File: src/hdl/tgb_pkg.sv
// ----------------------------------------------------------------------------
// tgb_pkg
// Shared constants, codes and types of the text glyph blitter.
// ----------------------------------------------------------------------------
package tgb_pkg;

   localparam int MAX_GLYPHS = 256;
   localparam int MAX_ROWS   = 16;
   localparam int MAX_COLS   = 8;

   localparam int GLYPH_W    = $clog2(MAX_GLYPHS);
   localparam int ROW_W      = (MAX_ROWS > 1) ? $clog2(MAX_ROWS) : 1;
   localparam int STORE_DEPTH = MAX_GLYPHS * MAX_ROWS;
   localparam int STORE_AW   = $clog2(STORE_DEPTH);
   localparam int HEIGHT_W   = 5;
   localparam int WIDTH_W    = 4;
   localparam int COUNT_W    = 9;
   localparam int PITCH_W    = 16;
   localparam int WORD_W     = 32;
   localparam int CURSOR_W   = 16;
   localparam int CODE_W     = 8;
   localparam int BITS_W     = 8;
   localparam int NUM_PIX    = 8;
   localparam int CSR_IDX_W  = 3;

   localparam logic [CODE_W-1:0] CODE_CR = 8'd13;
   localparam logic [CODE_W-1:0] CODE_LF = 8'd10;

   localparam logic [HEIGHT_W-1:0] HEIGHT_CAP =
      (MAX_ROWS > 16) ? HEIGHT_W'(16) : HEIGHT_W'(MAX_ROWS);

   typedef enum logic [1:0] {
      OP_LOAD   = 2'd0,
      OP_CURSOR = 2'd1,
      OP_DRAW   = 2'd2,
      OP_NONE   = 2'd3
   } op_type;

   typedef enum logic [CSR_IDX_W-1:0] {
      CSR_FONT_WIDTH  = 3'd0,
      CSR_FONT_HEIGHT = 3'd1,
      CSR_GLYPH_COUNT = 3'd2,
      CSR_LINE_PITCH  = 3'd3,
      CSR_FRAME_BASE  = 3'd4,
      CSR_FG_COLOR    = 3'd5,
      CSR_BG_COLOR    = 3'd6,
      CSR_UNUSED      = 3'd7
   } csr_index_type;

   typedef enum logic [1:0] {
      ST_IDLE,
      ST_BASE,
      ST_EMIT
   } state_type;

   typedef enum logic [1:0] {
      ADD_ORIGIN,
      ADD_PRODUCT,
      ADD_PITCH
   } add_sel_type;

   typedef struct packed {
      logic        load_mul;
      logic        acc_en;
      add_sel_type sel;
   } addr_ctl_type;

   function automatic logic [WORD_W-1:0] pixel_color(
      input logic [BITS_W-1:0]  bits,
      input logic [WIDTH_W-1:0] width,
      input logic [WORD_W-1:0]  fg,
      input logic [WORD_W-1:0]  bg,
      input int unsigned        idx
   );
      logic [WORD_W-1:0] px;
      px = '0;
      if (idx < 32'(width)) begin
         px = bits[BITS_W-1-idx] ? fg : bg;
      end
      return px;
   endfunction

endpackage

File: src/hdl/tgb_addr_unit.sv
// ----------------------------------------------------------------------------
// tgb_addr_unit
// Shared address adder with row product register and address accumulator.
// ----------------------------------------------------------------------------
module tgb_addr_unit (
   input  logic                         clock,
   input  tgb_pkg::addr_ctl_type        ctl,
   input  logic [tgb_pkg::WORD_W-1:0]   frame_base,
   input  logic [tgb_pkg::PITCH_W-1:0]  line_pitch,
   input  logic [tgb_pkg::CURSOR_W-1:0] cursor_col,
   input  logic [tgb_pkg::CURSOR_W-1:0] cursor_row,
   output logic [tgb_pkg::WORD_W-1:0]   row_address
);
   import tgb_pkg::*;

   logic [WORD_W-1:0] mul_ff;
   logic [WORD_W-1:0] acc_ff;
   logic [WORD_W-1:0] acc_in;
   logic [WORD_W-1:0] op_a;
   logic [WORD_W-1:0] op_b;

   always_comb begin
      case (ctl.sel)
         ADD_ORIGIN: begin
            op_a = frame_base;
            op_b = {{(WORD_W-CURSOR_W-2){1'b0}}, cursor_col, 2'b00};
         end
         ADD_PRODUCT: begin
            op_a = acc_ff;
            op_b = mul_ff;
         end
         ADD_PITCH: begin
            op_a = acc_ff;
            op_b = {{(WORD_W-PITCH_W){1'b0}}, line_pitch};
         end
         default: begin
            op_a = acc_ff;
            op_b = '0;
         end
      endcase
      acc_in = op_a + op_b;
   end

   always_ff @(posedge clock) begin
      if (ctl.load_mul) begin
         mul_ff <= WORD_W'(cursor_row) * WORD_W'(line_pitch);
      end
      if (ctl.acc_en) begin
         acc_ff <= acc_in;
      end
   end

   assign row_address = acc_ff;

endmodule

File: config.mk
export PLATFORM = sky130hd
export DESIGN_NAME = tgb_addr_unit
export DESIGN_NICKNAME = d
export VERILOG_FILES = /design/src/hdl/tgb_pkg.sv /design/src/hdl/tgb_addr_unit.sv
export SDC_FILE = /design/constraint.sdc
export NUM_CORES = 1
export LEC_CHECK = 0
export BUFFER_PORTS_ARGS = -buffer_cell sky130_fd_sc_hd__buf_4
export CORE_MARGIN = 8
export CORE_UTILIZATION = 49
export DETAILED_ROUTE_END_ITERATION = 8
export GPL_ROUTABILITY_DRIVEN = 0
export PLACE_DENSITY_LB_ADDON = 0.08
export SETUP_SLACK_MARGIN = 0.4
export SYNTH_ARGS = -nofsm -noshare
export SYNTH_HDL_FRONTEND = slang
export SYNTH_SLANG_ARGS = --single-unit
File: constraint.sdc
create_clock -name clock -period 6.32 [get_ports clock]
set_clock_uncertainty 0.2 [all_clocks]
set_input_delay 0 -clock clock [delete_from_list [all_inputs] [get_ports clock]]
set_output_delay 0 -clock clock [all_outputs]
set_load 0.1 [all_outputs]
Word level (Yosys, flattened, before mapping) --
Cells that the tools add are included.
Storage, ports and cells: register bits 64, bits of input ports 85, output and inout port bits 32, logic and storage cells 9
Operators by class: add/sub/neg operators 1, multiply operators 1, equal/unequal tests 2, multiplexer cells 2, reduce and logical (&&, ||, !) cells 1
Operators by type and width (count):
- 32-bit one-hot mux with 3 select lines | 1
- 32-bit adder | 1
- 16-bit by 16-bit multiplier with 32-bit output | 1
- 32-bit 2-to-1 mux | 1
- 2-bit by 1-bit equality test with 1-bit output, second input constant | 1
- 2-bit equality test, second input constant | 1
- 2-bit zero test | 1

Logic depth before layout (Yosys ltp) --
Gate-level depths: netlist of the first run.
word-level depth 3, gate-level depth with buffers 23, depth with buffers taken out 20

Worst setup path before layout of the first run --
No wires, ideal clock.
path type input -> register, start input line_pitch[7] (netlist name), end register mul_ff[30] (data pin), setup time 0.260 ns, arrival 5.301 ns, required time 5.860 ns, path slack 0.559 ns, stages on the path 22, buffers on the path 2, cell sequence clkbuf_1 -> clkbuf_1 -> nand2_1 -> fa_1 -> inv_1 -> fa_1 -> inv_1 -> fa_1 -> inv_1 -> fa_1 -> fa_1 -> inv_1 -> fa_1 -> inv_1 -> ha_1 -> a21o_1 -> a21o_1 -> a21o_1 -> a221oi_1 -> o31ai_2 -> a311oi_2 -> xnor2_1
Between the ends: longest elaborated chain between the ends 1
RTL lines:
- from (decl) | RTL line tgb_addr_unit.sv:9 | input logic [tgb_pkg::PITCH_W-1:0] line_pitch,
- 16-bit by 16-bit multiplier with 32-bit output | RTL line tgb_addr_unit.sv:46 | mul_ff <= WORD_W'(cursor_row) * WORD_W'(line_pitch);
- to (signal assigned) | RTL line tgb_addr_unit.sv:46
- to (decl) | RTL line tgb_addr_unit.sv:16 | logic [WORD_W-1:0] mul_ff;
Every way passes these cells. A chain may end at the register's enable or synchronous reset.

Worst setup path in the final report of the first run --
start input cursor_row[0] (netlist name), end register mul_ff[30] (data pin)
Between the ends: longest elaborated chain between the ends 1
RTL lines:
- from (decl) | RTL line tgb_addr_unit.sv:11 | input logic [tgb_pkg::CURSOR_W-1:0] cursor_row,
- 16-bit by 16-bit multiplier with 32-bit output | RTL line tgb_addr_unit.sv:46
Every way passes these cells.

==> metrics.yaml, run 1 <==
maxCapViolCount: 0
fin_crit_ps: 5698
synth_top_cell_area_share_pct: 29.73
drt-pass1-iter-count: 5
initial_core_util_pct: 49.28
cts_resized: 0
synthTopCellsByArea: "fa_1 (30%), edfxtp_1 (15%), ha_1 (13%)"
final-hold-violation-count: 0
grt_max_degree: 33
end_kind: "register"
cp_slowest_cell: "dlygate4sd3_1"
setup_tns_ps: 0
synth_cell_type_count: 71
grt_pass1_vias: 10370
vias_per_cell: 5.342
cts_buffer_depth: 2
ys_ff_latch: 64
syn_area_um2: 13130
cts_buffers: 9
clk_pin_slew_ps: 60
avgSynthCellArea_um2: 9.209
detailed_place_hpwl_mm: 26.84
vias: 9882
drt_iter0_drc: 697
critPathKind: "primary input to register"
antenna_found_initial: 0
clkLatencyLatePin_ps: 330
grt_use_total_pct: 20.56
synth_seq_area_share_pct: 14.63
h-tree-depth: 3
nNetsFinal: 1919
status: "finished clean"
grt.overflow.total: 0
cp_cell_sequence: "dlygate4sd3_1, buf_4, nand2_1, fa_1, fa_1, inv_1, fa_1, fa_1, fa_1, inv_1, fa_1, inv_1, ha_1, a21o_1, a21o_1, a21o_1, a221oi_1, o31ai_2, a311oi_2, xnor2_1"
cts.sinks: 64
postRouteAntennaNets: 0
post_cts_buffers: 0
n_antenna_cell: 0
core_um2: 26650
hold_class: "primary input to register"
die_h_um: 179.7
worstMarginPinSlew_ps: 1039
ios: 117
grt_pass1_wl_mm: 54.09
drc_errors: 0
yosys.area.top_type: "fa_1"
ys_warn_count: 0
critPathLaunchType: "primary input"
die_x_um: 179.7
syn_nets: 1841
fin_crit_sh_pct: 90.15
critPathMaxStageDelay_ps: 530
post_drt_wl_per_cell_um: 17.58
cp.arrival_ps: 5570
wl_mm: 32.52
max_slew_margin_pct: 30.60
cts_hold_repair.buffers: 5
die_area_um2: 32300
cp_common_cell: "fa_1"
rows: 60
syn_inst: 1426
synthFlopType: "edfxtp_1"
setup_violations: 0
synthArstFlopShare_pct: 0
max_freq_mhz: 175.5
area_delta_synth_final_pct: 11.17
rsz0062_at_grt: "false"
synth-edff-count: 64
port-buffer-count: 116
cts_tree: "done"
crit_fanout: 16
layout-drive-gt1-share_pct: 12.72
maxSlewViolCount: 0
root_buffer: "clkbuf_16"
required_ps: 6190
[final cells by class]
class	count	area (µm²)
Multi-Input combinational cell	1064	10090
Tap cell	341	426.7
Fill cell	2485	12050
Inverter	240	900.9
Timing Repair Buffer	125	950.9
Sequential cell	64	1922
Clock inverter	6	83.83
Clock buffer	10	229.0
[synthesized netlist by cell type (30+ instances only)]
cell      instances
xnor2_1          37
and2_1          137
o21ai_0          40
a21oi_1          57
nand2_1         184
nor2_1           38
edfxtp_1         64
mux2_2           30
fa_1            195
clkbuf_1         53
inv_1           240
ha_1            135
[worst paths after layout]
path                                  from                        end  slack (ps)  cells past startpoint
hold reg to reg   row_address[0]$_DFFE_PP_   row_address[0]$_DFFE_PP_         500                      2
setup reg to reg       mul_ff[1]$_DFFE_PP_  row_address[31]$_DFFE_PP_        3060                     10
hold / removal               line_pitch[0]        mul_ff[1]$_DFFE_PP_          70                      3
setup / recovery             cursor_row[0]       mul_ff[30]$_DFFE_PP_         620                     20
[through the flow]
step	setup WS [ps]	cell area [µm²]	util [%]	hold WS, ps	std cells
after global placement	438.0	14240	53.42	223.2	1829
after detailed placement	373.4	14240	53.42	226.0	1829
after floorplan	559.0	13130	-	-87.50	1426
after global routing	402.9	14600	54.78	97.40	1850
after CTS	587.6	14600	54.78	70.30	1850
final	622.4	14600	54.78	73.03	1850
[per-layer routing]
metal  GRT usage, %  routed length (µm)  vias to the layer above  part of all wire [%]
met5              0                   0                        -                     0
met4          3.668                 323                        0                  0.99
met3          3.145                1732                       28                   5.3
met2          32.34               14280                      302                    44
met1          29.87               16190                     4792                    50
li1               -                   -                     4760                     -
[worst max-delay path: cells and delay by family]
kind	cells	cell delay, ps
AND/OR/NAND/NOR	1	100
AO/OA/AOI/OAI	6	1310
adder cells (fa/ha/maj)	7	3180
XOR/XNOR	1	90
buffers and inverters	5	890
[logic make-up (layout without fill, tap and decap cells)]
| group | Yosys count | in the layout | synth area share [%] |
|---|---|---|---|
| compound gates | 205 | 205 | 10.50 |
| fa+ha+maj | 330 | 330 | 42.59 |
| xor+xnor | 55 | 55 | 3.668 |
| flops | 64 | 64 | 14.63 |
| mux | 47 | 47 | 3.868 |
| buf+inv | 298 | 381 | 8.603 |
| simple gates | 427 | 427 | 16.14 |
[state kept, by name (all words and copies together), names as in the netlist]
signal       flops
mul_ff          32
row_address     32
[placed cells by master (no fill, tap or decap), drive strengths merged, types with 14 or more instances in the layout]
cell type,n
a21o,29
a21oi,58
and2,137
buf,120
edfxtp,64
fa,195
ha,135
inv,240
mux2,30
mux2i,17
nand2,185
nand3,14
nor2,39
o21ai,49
xnor2,37
xor2,18
Power of run 1 is left out: the tool's default activity adds up to more than one toggle a clock period on the data nets, which glitch-free logic cannot reach.
==> run 2: changes to the inputs <==
--- a/config.mk
+++ b/config.mk
@@ -10,6 +10,7 @@
 export CORE_UTILIZATION = 49
 export DETAILED_ROUTE_END_ITERATION = 8
 export GPL_ROUTABILITY_DRIVEN = 0
+export GPL_TIMING_DRIVEN = 0
 export PLACE_DENSITY_LB_ADDON = 0.08
 export SETUP_SLACK_MARGIN = 0.4
 export SYNTH_ARGS = -nofsm -noshare
==> run 2 against run 1 <==
- critical path depth rose by 2
- first-iteration DRC count fell by 6.6%
- count of clock-buffer cells in the layout did not move
- register-to-register slack improved by 70 ps
- routed wire length rose by 6.1%
- worst setup slack got worse by 65 ps
- worst hold slack got worse by 44 ps
- non-clock buffer count rose by 53
- critical path type unchanged
==> metrics.yaml, run 2 (synthesis gave the netlist of run 1 again) <==
worstMarginPinSlew_ps: 691.3  # -347.6 ps
hold_class: "primary input to register"
clkLatencyLatePin_ps: 330  # about the same
nNetsFinal: 1972  # +2.8%
setup_violations: 0  # unchanged
detailed_place_hpwl_mm: 29.29  # +9.1%
die_h_um: 179.7  # unchanged
maxSlewViolCount: 0  # unchanged
final-hold-violation-count: 0  # unchanged
grt_pass1_wl_mm: 56.19  # +3.9%
grt_use_total_pct: 21.68  # +1.1 points
antenna_found_initial: 1  # +1
fin_crit_ps: 5763  # +65.49 ps
multiInputGateArea_um2: 10120  # +0.30%
cts_tree: "done"
n_antenna_cell: 0  # unchanged
cp.arrival_ps: 5640  # +70 ps
max_slew_margin_pct: 53.91  # +23 points
maxCapViolCount: 0  # unchanged
root_buffer: "clkbuf_16"
ios: 117  # unchanged
h-tree-depth: 3  # unchanged
core_um2: 26650  # unchanged
grt_max_degree: 33  # unchanged
end_kind: "register"
rsz0062_at_grt: "true"
die_area_um2: 32300  # unchanged
wl_mm: 34.49  # +6.1%
drt_iter0_drc: 651  # -6.6%
grt.overflow.total: 0  # unchanged
die_x_um: 179.7  # unchanged
vias_per_cell: 5.346  # about the same
required_ps: 6200  # about the same
drt-pass1-iter-count: 5  # unchanged
fin_crit_sh_pct: 91.19  # +1.0 points
port-buffer-count: 113  # -2.6%
fill_cells: 2506  # +0.85%
vias: 10170  # +2.9%
cts_buffer_depth: 2  # unchanged
status: "finished clean"
cts.sinks: 64  # unchanged
rows: 60  # unchanged
critPathLaunchType: "primary input"
layout-drive-gt1-share_pct: 14.41  # +1.7 points
final-seq-area_um2: 1922  # unchanged
post_drt_wl_per_cell_um: 18.13  # +3.2%
grt_pass1_vias: 10680  # +3.0%
postLayoutCoreUtil_pct: 55.66  # +0.88 points
cts_buffers: 9  # unchanged
initial_core_util_pct: 49.28  # unchanged
postRouteAntennaNets: 0  # unchanged
crit_fanout: 10  # -6
max_freq_mhz: 173.5  # -1.1%
critPathKind: "primary input to register"
area_delta_synth_final_pct: 12.96
drc_errors: 0  # unchanged
mostFrequentLayoutCells: "inv_1 (240), fa_1 (195), nand2_1 (184)"
layout_commonest_cell: "inv_1"
clk_pin_slew_ps: 60  # about the same
## run 2: cell types whose count changed in the layout (fill, tap and decap cells not counted), moves of 2 or more
cell        before  now
clkbuf_2         0   31
clkbuf_1         1   21
buf_4          120  114
buf_2            0    3
clkbuf_4         0    2
clkinv_2         1    3
clkinvlp_4       2    0
o21ai_1          7    5
o21ai_2          2    4
## run 2: area by class of cell
cell class              instances  share of cell area, %
inverters                     240                  6.073
flip-flops and latches         64                  12.96
plain buffers                  58                  1.856
clock inverters                 5                 0.3289
multi-input cells            1064                  68.19
clock buffers                  10                  1.544
well taps                     341                  2.876
repair buffers                120                  6.174
## run 2: metrics by stage
| stage | worst slack, ps | TNS [ps] | std cells | hold slack, ps | instance area (µm²) |
|---|---|---|---|---|---|
| 3_3_place_gp | -285.0 | -1137 | 1880 | 205.0 | 14410 |
| 5_1_grt | 381.8 | 0 | 1902 | 54.64 | 14830 |
| 3_5_place_dp | -322.7 | -1414 | 1880 | 228.9 | 14410 |
| 4_1_cts | 412.1 | 0 | 1901 | 18.93 | 14770 |
| 6_report | 556.9 | 0 | 1902 | 29.09 | 14830 |
| 2_1_floorplan | 559.0 | 0 | 1426 | -87.50 | 13130 |
## run 2: critical path, cell delays in order
cell and delay (ps):
clkbuf_2 280, clkbuf_2 320, nand2_1 110, fa_1 510, inv_1 50, fa_1 500, inv_1 60, fa_1 530
inv_1 50, fa_1 390, fa_1 510, inv_1 50, fa_1 470, inv_1 40, ha_1 340, a21o_1 190
a21o_1 210, a21o_1 200, a221oi_2 320, o31ai_4 150, a311oi_2 280, xnor2_1 90
## run 2: repair_timing
action | 4_1_cts | 5_1_grt
hold buffers | 6 | 0
setup buffers | 0 | 1
endpoints found under the hold margin | 66 | 0
endpoints found under the setup margin | 11 | 11
gates resized for setup | 20 | 37
pin swaps | 1 | 2
## run 2: layer usage
layer / part of all wire (%) / global-route usage, % / vias to the layer above
met5: 0 / 0 / -
met1: 47 / 29.37 / 4966
met2: 46 / 35.39 / 280
li1: - / - / 4878
met4: 2.2 / 6.335 / 0
met3: 5.1 / 3.488 / 45
## run 2: path summary, 6_finish.rpt
| kind | slack (ps) | cells past startpoint | startpoint | end |
|---|---|---|---|---|
| max | 560 | 22 | line_pitch[8] | mul_ff[30]$_DFFE_PP_ |
| max reg2reg | 3130 | 11 | row_address[0]$_DFFE_PP_ | row_address[28]$_DFFE_PP_ |
| min | 30 | 3 | line_pitch[1] | mul_ff[1]$_DFFE_PP_ |
| min reg2reg | 610 | 3 | row_address[31]$_DFFE_PP_ | row_address[31]$_DFFE_PP_ |
Power of run 2 is left out for the same reason.
